==> src/rtl/sbnq_pkg.sv <==
// ----------------------------------------------------------------------------
// sbnq_pkg
// Types and constants for the sorted box neighbor query block.
// ----------------------------------------------------------------------------
package sbnq_pkg;

   localparam int MAX_HITS   = 64;
   localparam int HIT_CNT_W  = 7;
   localparam int ID_W       = 6;
   localparam int COORD_W    = 32;
   localparam int BOX_W      = 34;
   localparam int RADIUS_W   = 31;
   localparam int SLOT_W     = 6;
   localparam int CNT_DATA_W = 7;

   typedef enum logic {
      ACT_WRITE = 1'b0,
      ACT_QUERY = 1'b1
   } action_type;

   typedef struct packed {
      logic signed [COORD_W-1:0] x;
      logic signed [COORD_W-1:0] y;
      logic [ID_W-1:0]           id;
   } entry_type;

   typedef struct packed {
      logic in_box;
      logic beyond;
   } box_status_type;

   typedef enum logic [3:0] {
      ST_IDLE,
      ST_LD_RD,
      ST_LD_WAIT,
      ST_SORT_RD,
      ST_SORT_CMP,
      ST_SORT_END,
      ST_SW_RD,
      ST_SW_CHK,
      ST_FIN
   } state_type;

endpackage

==> src/rtl/sbnq_table.sv <==
// ----------------------------------------------------------------------------
// sbnq_table
// Node table memory: one write port, one read port, registered read data.
// ----------------------------------------------------------------------------
module sbnq_table #(
   parameter int NODES = 64,
   localparam int IW   = (NODES > 1) ? $clog2(NODES) : 1
) (
   input  logic                clock,
   input  logic                wr_en,
   input  logic [IW-1:0]       wr_addr,
   input  sbnq_pkg::entry_type wr_data,
   input  logic                rd_en,
   input  logic [IW-1:0]       rd_addr,
   output sbnq_pkg::entry_type rd_data
);

   sbnq_pkg::entry_type mem [NODES];
   sbnq_pkg::entry_type rd_data_ff;

   always_ff @(posedge clock) begin
      if (wr_en) begin
         mem[wr_addr] <= wr_data;
      end
   end

   always_ff @(posedge clock) begin
      if (rd_en) begin
         rd_data_ff <= mem[rd_addr];
      end
   end

   assign rd_data = rd_data_ff;

endmodule

==> config.mk <==
export PLATFORM = sky130hd
export DESIGN_NAME = sbnq_table
export DESIGN_NICKNAME = d
export VERILOG_FILES = /design/src/rtl/sbnq_pkg.sv /design/src/rtl/sbnq_table.sv
export SDC_FILE = /design/constraint.sdc
export NUM_CORES = 2
export LEC_CHECK = 0
export BUFFER_PORTS_ARGS = -buffer_cell sky130_fd_sc_hd__buf_2
export CAP_MARGIN = 15
export CELL_PAD_IN_SITES_DETAIL_PLACEMENT = 1
export CELL_PAD_IN_SITES_GLOBAL_PLACEMENT = 1
export CORE_UTILIZATION = 30
export DETAILED_ROUTE_END_ITERATION = 10
export GPL_TIMING_DRIVEN = 0
export PLACE_DENSITY = 0.58
export SYNTH_ARGS = -nofsm -noshare
export SYNTH_HDL_FRONTEND = slang
export SYNTH_MEMORY_MAX_BITS = 65536
export SYNTH_SLANG_ARGS = --single-unit
==> constraint.sdc <==
create_clock -name clock -period 18.8 [get_ports clock]
set_input_delay 1.88 -clock clock [delete_from_list [all_inputs] [get_ports clock]]
set_output_delay 1.88 -clock clock [all_outputs]
set_load 0.02 [all_outputs]
==> flow_metrics.tcl <==
set metrics [dict create \
    outcome "finished clean" \
    numPortBuffers 147 \
    dieWidth_um 760 \
    die_area_um2 577000 \
    final_cells 16300 \
    syn_inst 7411 \
    yosysWarningCount 0 \
    peakVddDrop_uv 83.8 \
    core_area_um2 570000 \
    p_leak_uw 0.0625 \
    cp_max_fo 13 \
    required_ns 19.46 \
    period_needed_ns 6.06 \
    power_density_nw_per_um2 106 \
    tns_ns 0 \
    path_class "in2reg" \
    internal-power_uw 16700 \
    worst_pin_slew_ns 1.35 \
    cts-resized-gates 0 \
    drc 0 \
    synthDistinctLibCells 33 \
    synthesis.nets 7496 \
    fp-row-count 277 \
    clk_path_buf_depth 4 \
    drt_iter0_markers 12400 \
    grt_use_total_pct 19.1 \
    p_sw_share_pct 22.4 \
    vias_per_cell 5.35 \
    netlist.area_leader.share_pct 79.4 \
    post_drt_wl_per_cell_um 34.8 \
    routed_wl_um 568000 \
    grt_pass1_vias 88400 \
    antenna_found_initial 96 \
    initial_core_util_pct 30.2 \
    worstPathArrival_ns 6.71 \
    drive_above_1_share_pct 29.4 \
    path_clk_slew_ns 0.06 \
    cts_inserted_buffers 453 \
    hold_buffers 0 \
    period_share_pct 32.2 \
    grt_overflow 0 \
    gp_congestion 0.781 \
    synth_area_um2 172000 \
    rsz0062_at_grt "false" \
    post_cts_buffers 0 \
    hold_path_class "reg2reg" \
    synth_top_cell_by_area "edfxtp_1" \
    setup_viol 0 \
    hold_viol 0 \
    die_h_um 760 \
    slew_violations 0 \
    timing.max_cap.violations 0 \
    worstSetupEndpointType "flop" \
    root_buffer "clkbuf_16" \
    grt_max_degree 65 \
    yosysMostFrequentCell "edfxtp_1" \
    post-place-cells 15400 \
    synthToLayoutAreaGrowth_pct 18.3 \
    clock_latency_ns 1.03 \
    synth_top_cells_by_count "4550 x edfxtp_1, 1120 x mux4_2, 202 x nand2_1" \
    hpwlAfterDp_um 392000 \
    htree_levels 5 \
    grt_pass1_wl_um 762000 \
    pwr-share-seq_pct 52.4 \
    ys_ff_latch 4550 \
    finalNetCount 8416 \
    fmaxAchievable_ghz 0.165 \
    cp-start-kind "primary input" \
    firstDrtPassIters 6 \
    synth_ff_type "edfxtp_1" \
    synth_edf_count 4550 \
    cts_tree "yes" \
    async_flop_share_pct 0 \
    avgSynthCellArea_um2 23.2 \
    synth.area.top_cells "edfxtp_1 79%, mux4_2 15%, mux2i_1 0.85%" \
    p_comb_share_pct 5.6 \
    ys_seq_area_share_pct 79.4 \
    drtAntennaViolNets 0 \
    slew_headroom_pct 8.89 \
    p_clk_share_pct 42.0 \
    vias 87100 \
    switching_power_uw 4830 \
    ioPinCount 155 \
    cts_sinks 4550 \
    skew_ns 0.0625 \
]
[cells by family (layout without fill, tap and decap cells)]
family | after synthesis | count (layout) | share of synthesized area (%)
flip-flops | 4550 | 4550 | 79.4
multiplexers | 1267 | 1267 | 15.5
AND/OR/NAND/NOR | 740 | 740 | 2.09
buffers and inverters | 443 | 1752 | 1.33
AO/OA/AOI/OAI | 411 | 411 | 1.71
other | 0 | 45 | 0
[critical path, stage by stage]
cell and delay (ns):
buf_2 0.45, buf_4 0.35, buf_2 0.96, buf_2 0.86
buf_4 0.40, mux2i_1 0.29, o22ai_1 0.19, a41oi_1 0.90
nor2_1 0.29
[path summary, 6_finish.rpt]
path                                             from                     to  slack, ns  depth (start not counted)
worst max-delay path                       rd_addr[1]  rd_data[17]$_DFFE_PP_      12.74                          9
worst min-delay path            mem[55][50]$_DFFE_PP_  rd_data[50]$_DFFE_PP_       1.02                          4
worst max register to register  mem[19][41]$_DFFE_PP_  rd_data[41]$_DFFE_PP_      15.72                          5
worst min register to register  mem[55][50]$_DFFE_PP_  rd_data[50]$_DFFE_PP_       1.02                          4
[power groups by stage]
stage | Clock, uW | Combinational, uW | Sequential [uW]
after floorplan | 0 | 528 | 11500
after global placement | 0 | 1130 | 11500
after detailed placement | 0 | 1190 | 11500
after CTS | 9150 | 1190 | 11300
after global routing | 9480 | 1260 | 11300
final | 9030 | 1210 | 11300
[registers in the layout, indices dropped and copies added, names as in the netlist]
name     cells
rd_data     70
mem       4480
[cell usage in the layout (no fill, tap or decap), types with 8 or more instances in the layout]
| cell type | Yosys | final |
|---|---|---|
| a22oi_1 | 140 | 140 |
| or2_2 | 32 | 32 |
| bufinv_16 | 0 | 42 |
| and3_1 | 22 | 22 |
| nand2_1 | 202 | 202 |
| mux2i_1 | 147 | 147 |
| o221ai_1 | 42 | 42 |
| or3_1 | 33 | 33 |
| buf_6 | 24 | 41 |
| o21ai_1 | 26 | 26 |
| clkbuf_2 | 0 | 12 |
| buf_2 | 150 | 296 |
| buf_16 | 0 | 19 |
| nand3_1 | 194 | 194 |
| diode_2 | 0 | 45 |
| a41oi_1 | 30 | 30 |
| nor2_4 | 0 | 62 |
| nand4_1 | 92 | 92 |
| clkinv_16 | 0 | 9 |
| buf_4 | 69 | 83 |
| o22ai_1 | 91 | 91 |
| buf_1 | 15 | 13 |
| a2bb2oi_1 | 19 | 19 |
| clkinvlp_4 | 0 | 10 |
| nor2b_1 | 29 | 29 |
| inv_6 | 0 | 8 |
| clkinv_2 | 0 | 81 |
| o21ai_0 | 22 | 22 |
| nand2b_1 | 11 | 11 |
| nor2_1 | 116 | 53 |
| clkbuf_1 | 166 | 255 |
| a31oi_1 | 19 | 19 |
| a211oi_1 | 22 | 22 |
| buf_8 | 0 | 8 |
| edfxtp_1 | 4550 | 4550 |
| clkbuf_16 | 0 | 456 |
| buf_12 | 0 | 263 |
| inv_1 | 19 | 19 |
| mux4_2 | 1120 | 1120 |
| clkinv_1 | 0 | 120 |
[final cells by class]
class / count / area [um^2]
Buffer: 424 / 2240
Antenna cell: 45 / 113
Clock inverter: 287 / 2790
Multi-Input combinational cell: 2418 / 33700
Fill cell: 54900 / 366000
Inverter: 19 / 71.3
Sequential cell: 4550 / 137000
Clock buffer: 557 / 11800
Timing Repair Buffer: 465 / 6930
Tap cell: 7533 / 9430
[metal layers]
metal  vias up  GRT usage [%]  part of all wire (%)  wire length [um]
met3       872           3.75                   8.9             50400
met5         -              0                 0.016                91
met1     48000           26.3                    41            232000
li1      33700              -                     -                 -
met4        14           5.88                   3.5             20000
met2      4514           30.6                    47            266000
[through the flow]
step	setup WS, ns	instance area, um^2	power (uW)	utilization (%)	hold WS [ns]
floorplan	11.06	172000	12000	-	0.830
global placement	2.79	182000	12600	32.0	1.01
detailed placement	11.77	188000	12700	33.0	1.03
CTS	12.84	203000	21600	35.5	1.04
global route	12.77	204000	22000	35.7	1.07
finish	12.74	204000	21500	35.7	1.02
Note: power is estimated with default switching activity, not from simulation.
