File: src/rtl/sbnq_pkg.sv
// ----------------------------------------------------------------------------
// sbnq_pkg
// Types and constants for the sorted box neighbor query block.
// ----------------------------------------------------------------------------
package sbnq_pkg;

   localparam int MAX_HITS   = 64;
   localparam int HIT_CNT_W  = 7;
   localparam int ID_W       = 6;
   localparam int COORD_W    = 32;
   localparam int BOX_W      = 34;
   localparam int RADIUS_W   = 31;
   localparam int SLOT_W     = 6;
   localparam int CNT_DATA_W = 7;

   typedef enum logic {
      ACT_WRITE = 1'b0,
      ACT_QUERY = 1'b1
   } action_type;

   typedef struct packed {
      logic signed [COORD_W-1:0] x;
      logic signed [COORD_W-1:0] y;
      logic [ID_W-1:0]           id;
   } entry_type;

   typedef struct packed {
      logic in_box;
      logic beyond;
   } box_status_type;

   typedef enum logic [3:0] {
      ST_IDLE,
      ST_LD_RD,
      ST_LD_WAIT,
      ST_SORT_RD,
      ST_SORT_CMP,
      ST_SORT_END,
      ST_SW_RD,
      ST_SW_CHK,
      ST_FIN
   } state_type;

endpackage

File: src/rtl/sbnq_box.sv
// ----------------------------------------------------------------------------
// sbnq_box
// Holds the query box bounds and tests one table entry against them.
// ----------------------------------------------------------------------------
module sbnq_box (
   input  logic                                  clock,
   input  logic                                  load,
   input  logic signed [sbnq_pkg::COORD_W-1:0]   pos_x,
   input  logic signed [sbnq_pkg::COORD_W-1:0]   pos_y,
   input  logic [sbnq_pkg::RADIUS_W-1:0]         radius,
   input  sbnq_pkg::entry_type                   ent,
   output sbnq_pkg::box_status_type              status
);

   localparam int BW = sbnq_pkg::BOX_W;
   localparam int CW = sbnq_pkg::COORD_W;
   localparam int RW = sbnq_pkg::RADIUS_W;

   logic signed [BW-1:0] xmin_ff, xmax_ff, ymin_ff, ymax_ff;
   logic signed [BW-1:0] xmin_in, xmax_in, ymin_in, ymax_in;
   logic signed [BW-1:0] px, py, rr, ex, ey;

   always_comb begin
      px = {{(BW-CW){pos_x[CW-1]}}, pos_x};
      py = {{(BW-CW){pos_y[CW-1]}}, pos_y};
      rr = {{(BW-RW){1'b0}}, radius};
      xmin_in = px - rr;
      xmax_in = px + rr;
      ymin_in = py - rr;
      ymax_in = py + rr;
      ex = {{(BW-CW){ent.x[CW-1]}}, ent.x};
      ey = {{(BW-CW){ent.y[CW-1]}}, ent.y};
   end

   always_ff @(posedge clock) begin
      if (load) begin
         xmin_ff <= xmin_in;
         xmax_ff <= xmax_in;
         ymin_ff <= ymin_in;
         ymax_ff <= ymax_in;
      end
   end

   assign status.in_box = (ex >= xmin_ff) && (ex <= xmax_ff) &&
                          (ey >= ymin_ff) && (ey <= ymax_ff);
   assign status.beyond = (ex > xmax_ff);

endmodule

File: config.mk
export PLATFORM = sky130hd
export DESIGN_NAME = sbnq_box
export DESIGN_NICKNAME = d
export VERILOG_FILES = /design/src/rtl/sbnq_pkg.sv /design/src/rtl/sbnq_box.sv
export SDC_FILE = /design/constraint.sdc
export NUM_CORES = 1
export LEC_CHECK = 0
export ABC_AREA = 1
export BUFFER_PORTS_ARGS = -buffer_cell sky130_fd_sc_hd__buf_2
export CAP_MARGIN = 20
export CORE_UTILIZATION = 50
export DETAILED_ROUTE_END_ITERATION = 10
export GPL_TIMING_DRIVEN = 1
export PLACE_DENSITY_LB_ADDON = 0.15
export RECOVER_POWER = 50
export SLEW_MARGIN = 20
export SYNTH_ARGS = -nofsm -noshare
export SYNTH_HDL_FRONTEND = slang
export SYNTH_SLANG_ARGS = --single-unit
export TNS_END_PERCENT = 100
File: constraint.sdc
create_clock -name clock -period 1.85 [get_ports clock]
set_input_delay 0.185 -clock clock [delete_from_list [all_inputs] [get_ports clock]]
set_output_delay 0.185 -clock clock [all_outputs]
set_load 0.1 [all_outputs]
==> impl_metrics.env <==
export IMPL_final_nets=3275
export IMPL_dr_total_vias=17326
export IMPL_drv_slew=0
export IMPL_synth_top_family_by_area="simple AND/OR/NAND/NOR gates"
export IMPL_top_ff_cell_synth="sky130_fd_sc_hd__edfxtp_1"
export IMPL_maxSlewHeadroom_pct=28.50
export IMPL_rows=64
export IMPL_worstHoldPathType="in -> reg"
export IMPL_worst_path_max_delay_cell="sky130_fd_sc_hd__edfxtp_1"
export IMPL_gp_congestion=0.9622
export IMPL_ctsHoldBuffers=0
export IMPL_placedInstanceArea_sq_um=20770
export IMPL_antenna_diode_count=0
export IMPL_ant_nets=0
export IMPL_core_area_sq_um=30830
export IMPL_placedCellCount=3214
export IMPL_num_io_pins=169
export IMPL_synth_commonest_cells="449 x sky130_fd_sc_hd__nand2_1, 382 x sky130_fd_sc_hd__inv_1, 254 x sky130_fd_sc_hd__ha_1, 211 x sky130_fd_sc_hd__nor2_1, 199 x sky130_fd_sc_hd__a21oi_1"
export IMPL_antenna_violations_before_repair=0
export IMPL_cts_clk_slew_worst_paths_ns=0.06
export IMPL_first_pass_grt_wire_length_mm=88.93
export IMPL_synth_fp_nets=2611
export IMPL_flow_area_growth_from_synthesis_pct=42.41
export IMPL_holdWs_ns=0.1318
export IMPL_htreeDepth=4
export IMPL_path_max_fanout=2
export IMPL_synthesis_area_sq_um=15820
export IMPL_synth_area_leaders="sky130_fd_sc_hd__edfxtp_1 25%, sky130_fd_sc_hd__ha_1 20%, sky130_fd_sc_hd__nand2_1 11%"
export IMPL_totalNegativeSetupSlack_ns=-1.963
export IMPL_maxClockFrequency_ghz=0.3462
export IMPL_drive_above_1_share_pct=35.36
export IMPL_viasPerCell=5.318
export IMPL_critical_path_most_common_cell="sky130_fd_sc_hd__nand2_4"
export IMPL_post_route_min_period_ns=2.888
export IMPL_final_design_area_no_fill_sq_um=22530
export IMPL_finalCritPeriodShare_pct=156.1
export IMPL_dp_hpwl_mm=49.11
export IMPL_gr_total_overflow=0
export IMPL_pwr_density_cell_nw_per_um2=661.8
export IMPL_asyncSetResetFlopFracSynth_pct=0
export IMPL_synthesis_yosys_warnings=0
export IMPL_wl_per_cell_um=18.31
export IMPL_dieArea_sq_um=32350
export IMPL_post_synth_cell_area_avg_sq_um=7.236
export IMPL_count_of_buffers_from_port_buffering=162
export IMPL_static_leakage_power_nw=11.54
export IMPL_yosys_cell_count_top_type="sky130_fd_sc_hd__nand2_1"
export IMPL_finalSetupViolations=3
export IMPL_synth_adder_area_share_pct=20.60
export IMPL_clock_path_buffers=2
export IMPL_cts_made_buffers=17
export IMPL_violations="design-rule violations, negative setup slack"
export IMPL_grt_pass1_vias=16613
export IMPL_final_core_util_pct=73.07
export IMPL_hold_viol=0
export IMPL_synth_area_leader_cell="sky130_fd_sc_hd__edfxtp_1"
export IMPL_crit_chain="inv_2 > ha_4 > nand2_4 > buf_6 > a21oi_2 > nor2_1 > nand2_1 > nand2_1 > nand2_2 > nand2_4 > nand2_4 > nand2_4 > nand4_1 > nor2_4 > buf_12"
export IMPL_instances_no_fill=3258
export IMPL_drt_iter0_markers=1566
export IMPL_vdd_ir_drop_worst_mv=0.6134
export IMPL_design_power_total_mw=14.91
export IMPL_cts_root_buffer="sky130_fd_sc_hd__clkbuf_16"
export IMPL_detail_route_first_pass_iterations=9
export IMPL_transition_time_at_the_pin_with_the_least_slew_margin_ns=1.073
export IMPL_run_status="finished, violations left"
export IMPL_yosys_area_share_simple_pct=22.54
export IMPL_synthesis_instances=2186
export IMPL_synth_edf_count=130
export IMPL_setup_repair_after_global_routing_missed_its_margin="yes"
export IMPL_cap_violations=0
export IMPL_timing_critical_path_from_type="flip-flop"
export IMPL_post_place_ws_ns=-0.7049
export IMPL_overall_die_height_um=179.9
export IMPL_critical_path_data_arrival_time_ns=2.70
export IMPL_timing_setup_critical_path_class="reg -> out"
export IMPL_cts_sinks=130
export IMPL_fraction_of_the_yosys_area_taken_by_sequential_cells_pct=24.68
export IMPL_setup_ws_ns=-1.038
export IMPL_tritoncts="built"
export IMPL_grt_max_degree=67
export IMPL_worst_endpoint_required_ns=1.66
export IMPL_post_synth_xor_area_fraction_pct=5.315
export IMPL_number_of_flip_flops_and_latches_in_the_synthesized_netlist=130
export IMPL_globalRouteTotalUtil_pct=35.93
export IMPL_setup_worst_path_end_class="output pin"
export IMPL_synth_compound_area_share_pct=15.51
export IMPL_drc=13
export IMPL_die_w_um=179.9
export IMPL_synthDistinctLibCells=46
export IMPL_yosys_mux_area_fraction_pct=0
export IMPL_synthDominantCellAreaShare_pct=24.68
export IMPL_routed_wl_mm=59.66
export IMPL_critPathMaxStageDelay_ns=0.42
export IMPL_initial_utilization_pct=51.31
[cell families after synthesis]
| family | after synthesis |
|---|---|
| buffers and inverters | 443 |
| adders and majority gates | 258 |
| xor gates and xnor gates | 96 |
| DFF | 130 |
| AOI/OAI and AO/OA | 417 |
| and+or+nand+nor | 842 |
[per-layer routing]
metal | vias to the layer above | wire [um] | global-route usage, %
met5 | - | 0 | 0
met3 | 93 | 4506 | 6.179
met4 | 0 | 1999 | 12.72
met2 | 717 | 26350 | 56.42
met1 | 8036 | 26810 | 49.55
li1 | 8480 | - | -
[placed cells by master, fill, tap and decap left out, types with 6 or more instances in the layout]
master,n
sky130_fd_sc_hd__ha_1,213
sky130_fd_sc_hd__ha_2,8
sky130_fd_sc_hd__clkbuf_16,17
sky130_fd_sc_hd__nand2_1,401
sky130_fd_sc_hd__o21a_1,18
sky130_fd_sc_hd__a21oi_2,29
sky130_fd_sc_hd__o211ai_1,6
sky130_fd_sc_hd__xor2_1,84
sky130_fd_sc_hd__nand4_1,20
sky130_fd_sc_hd__inv_1,359
sky130_fd_sc_hd__nor4_1,9
sky130_fd_sc_hd__nor2_1,170
sky130_fd_sc_hd__edfxtp_1,130
sky130_fd_sc_hd__o21ai_1,23
sky130_fd_sc_hd__inv_2,42
sky130_fd_sc_hd__nor3_2,9
sky130_fd_sc_hd__clkbuf_1,7
sky130_fd_sc_hd__nand2_2,51
sky130_fd_sc_hd__o21ai_4,8
sky130_fd_sc_hd__nor2_4,20
sky130_fd_sc_hd__nand3_1,67
sky130_fd_sc_hd__xnor2_1,6
sky130_fd_sc_hd__nor2_2,36
sky130_fd_sc_hd__o21ai_2,17
sky130_fd_sc_hd__nand2_4,10
sky130_fd_sc_hd__ha_4,33
sky130_fd_sc_hd__nor3_4,6
sky130_fd_sc_hd__buf_2,157
sky130_fd_sc_hd__o21ai_0,72
sky130_fd_sc_hd__nor3_1,22
sky130_fd_sc_hd__nand3_2,9
sky130_fd_sc_hd__xor2_2,6
sky130_fd_sc_hd__buf_4,517
sky130_fd_sc_hd__o21bai_1,19
sky130_fd_sc_hd__a21oi_1,186
sky130_fd_sc_hd__a21o_1,19
[critical path, delay by kind of cell, from the launching register on]
kind | cells | cell delay [ns]
DFF | 1 | 0.42
buffers and inverters | 3 | 0.40
adders and majority gates | 1 | 0.20
and+or+nand+nor | 10 | 1.20
AOI/OAI and AO/OA | 1 | 0.03
[final cells by class]
cell class              count  area (sq um)
multi-input cells        1613         11240
fillers                  2484          8302
repair buffers            684          4767
flip-flops and latches    130          3904
inverters                 404          1525
well taps                 396         495.5
clock buffers              21         440.4
clock inverters            10         160.2
[timing repair]
action	CTS	global route
buffers inserted	4	11
gates resized for setup	61	196
pin swaps	32	70
hold endpoints to repair	0	0
endpoints found under the setup margin	5	61
[final timing paths]
path,startpoint,to,cells after the start
setup / recovery,xmin_ff[9],status[1],15
hold / removal,pos_x[31],xmax_ff[31],2
[report_power, final]
part           internal (mW)  switching, mW
clock                   2.24           1.34
sequential              3.89          0.151
combinational           3.16           4.13
total                   9.28           5.63
[sequential cells by signal, indices dropped and copies added (netlist names)]
signal,flops
xmin_ff,33
ymin_ff,33
xmax_ff,32
ymax_ff,32
No activity file was read; power rests on OpenSTA's default activity.
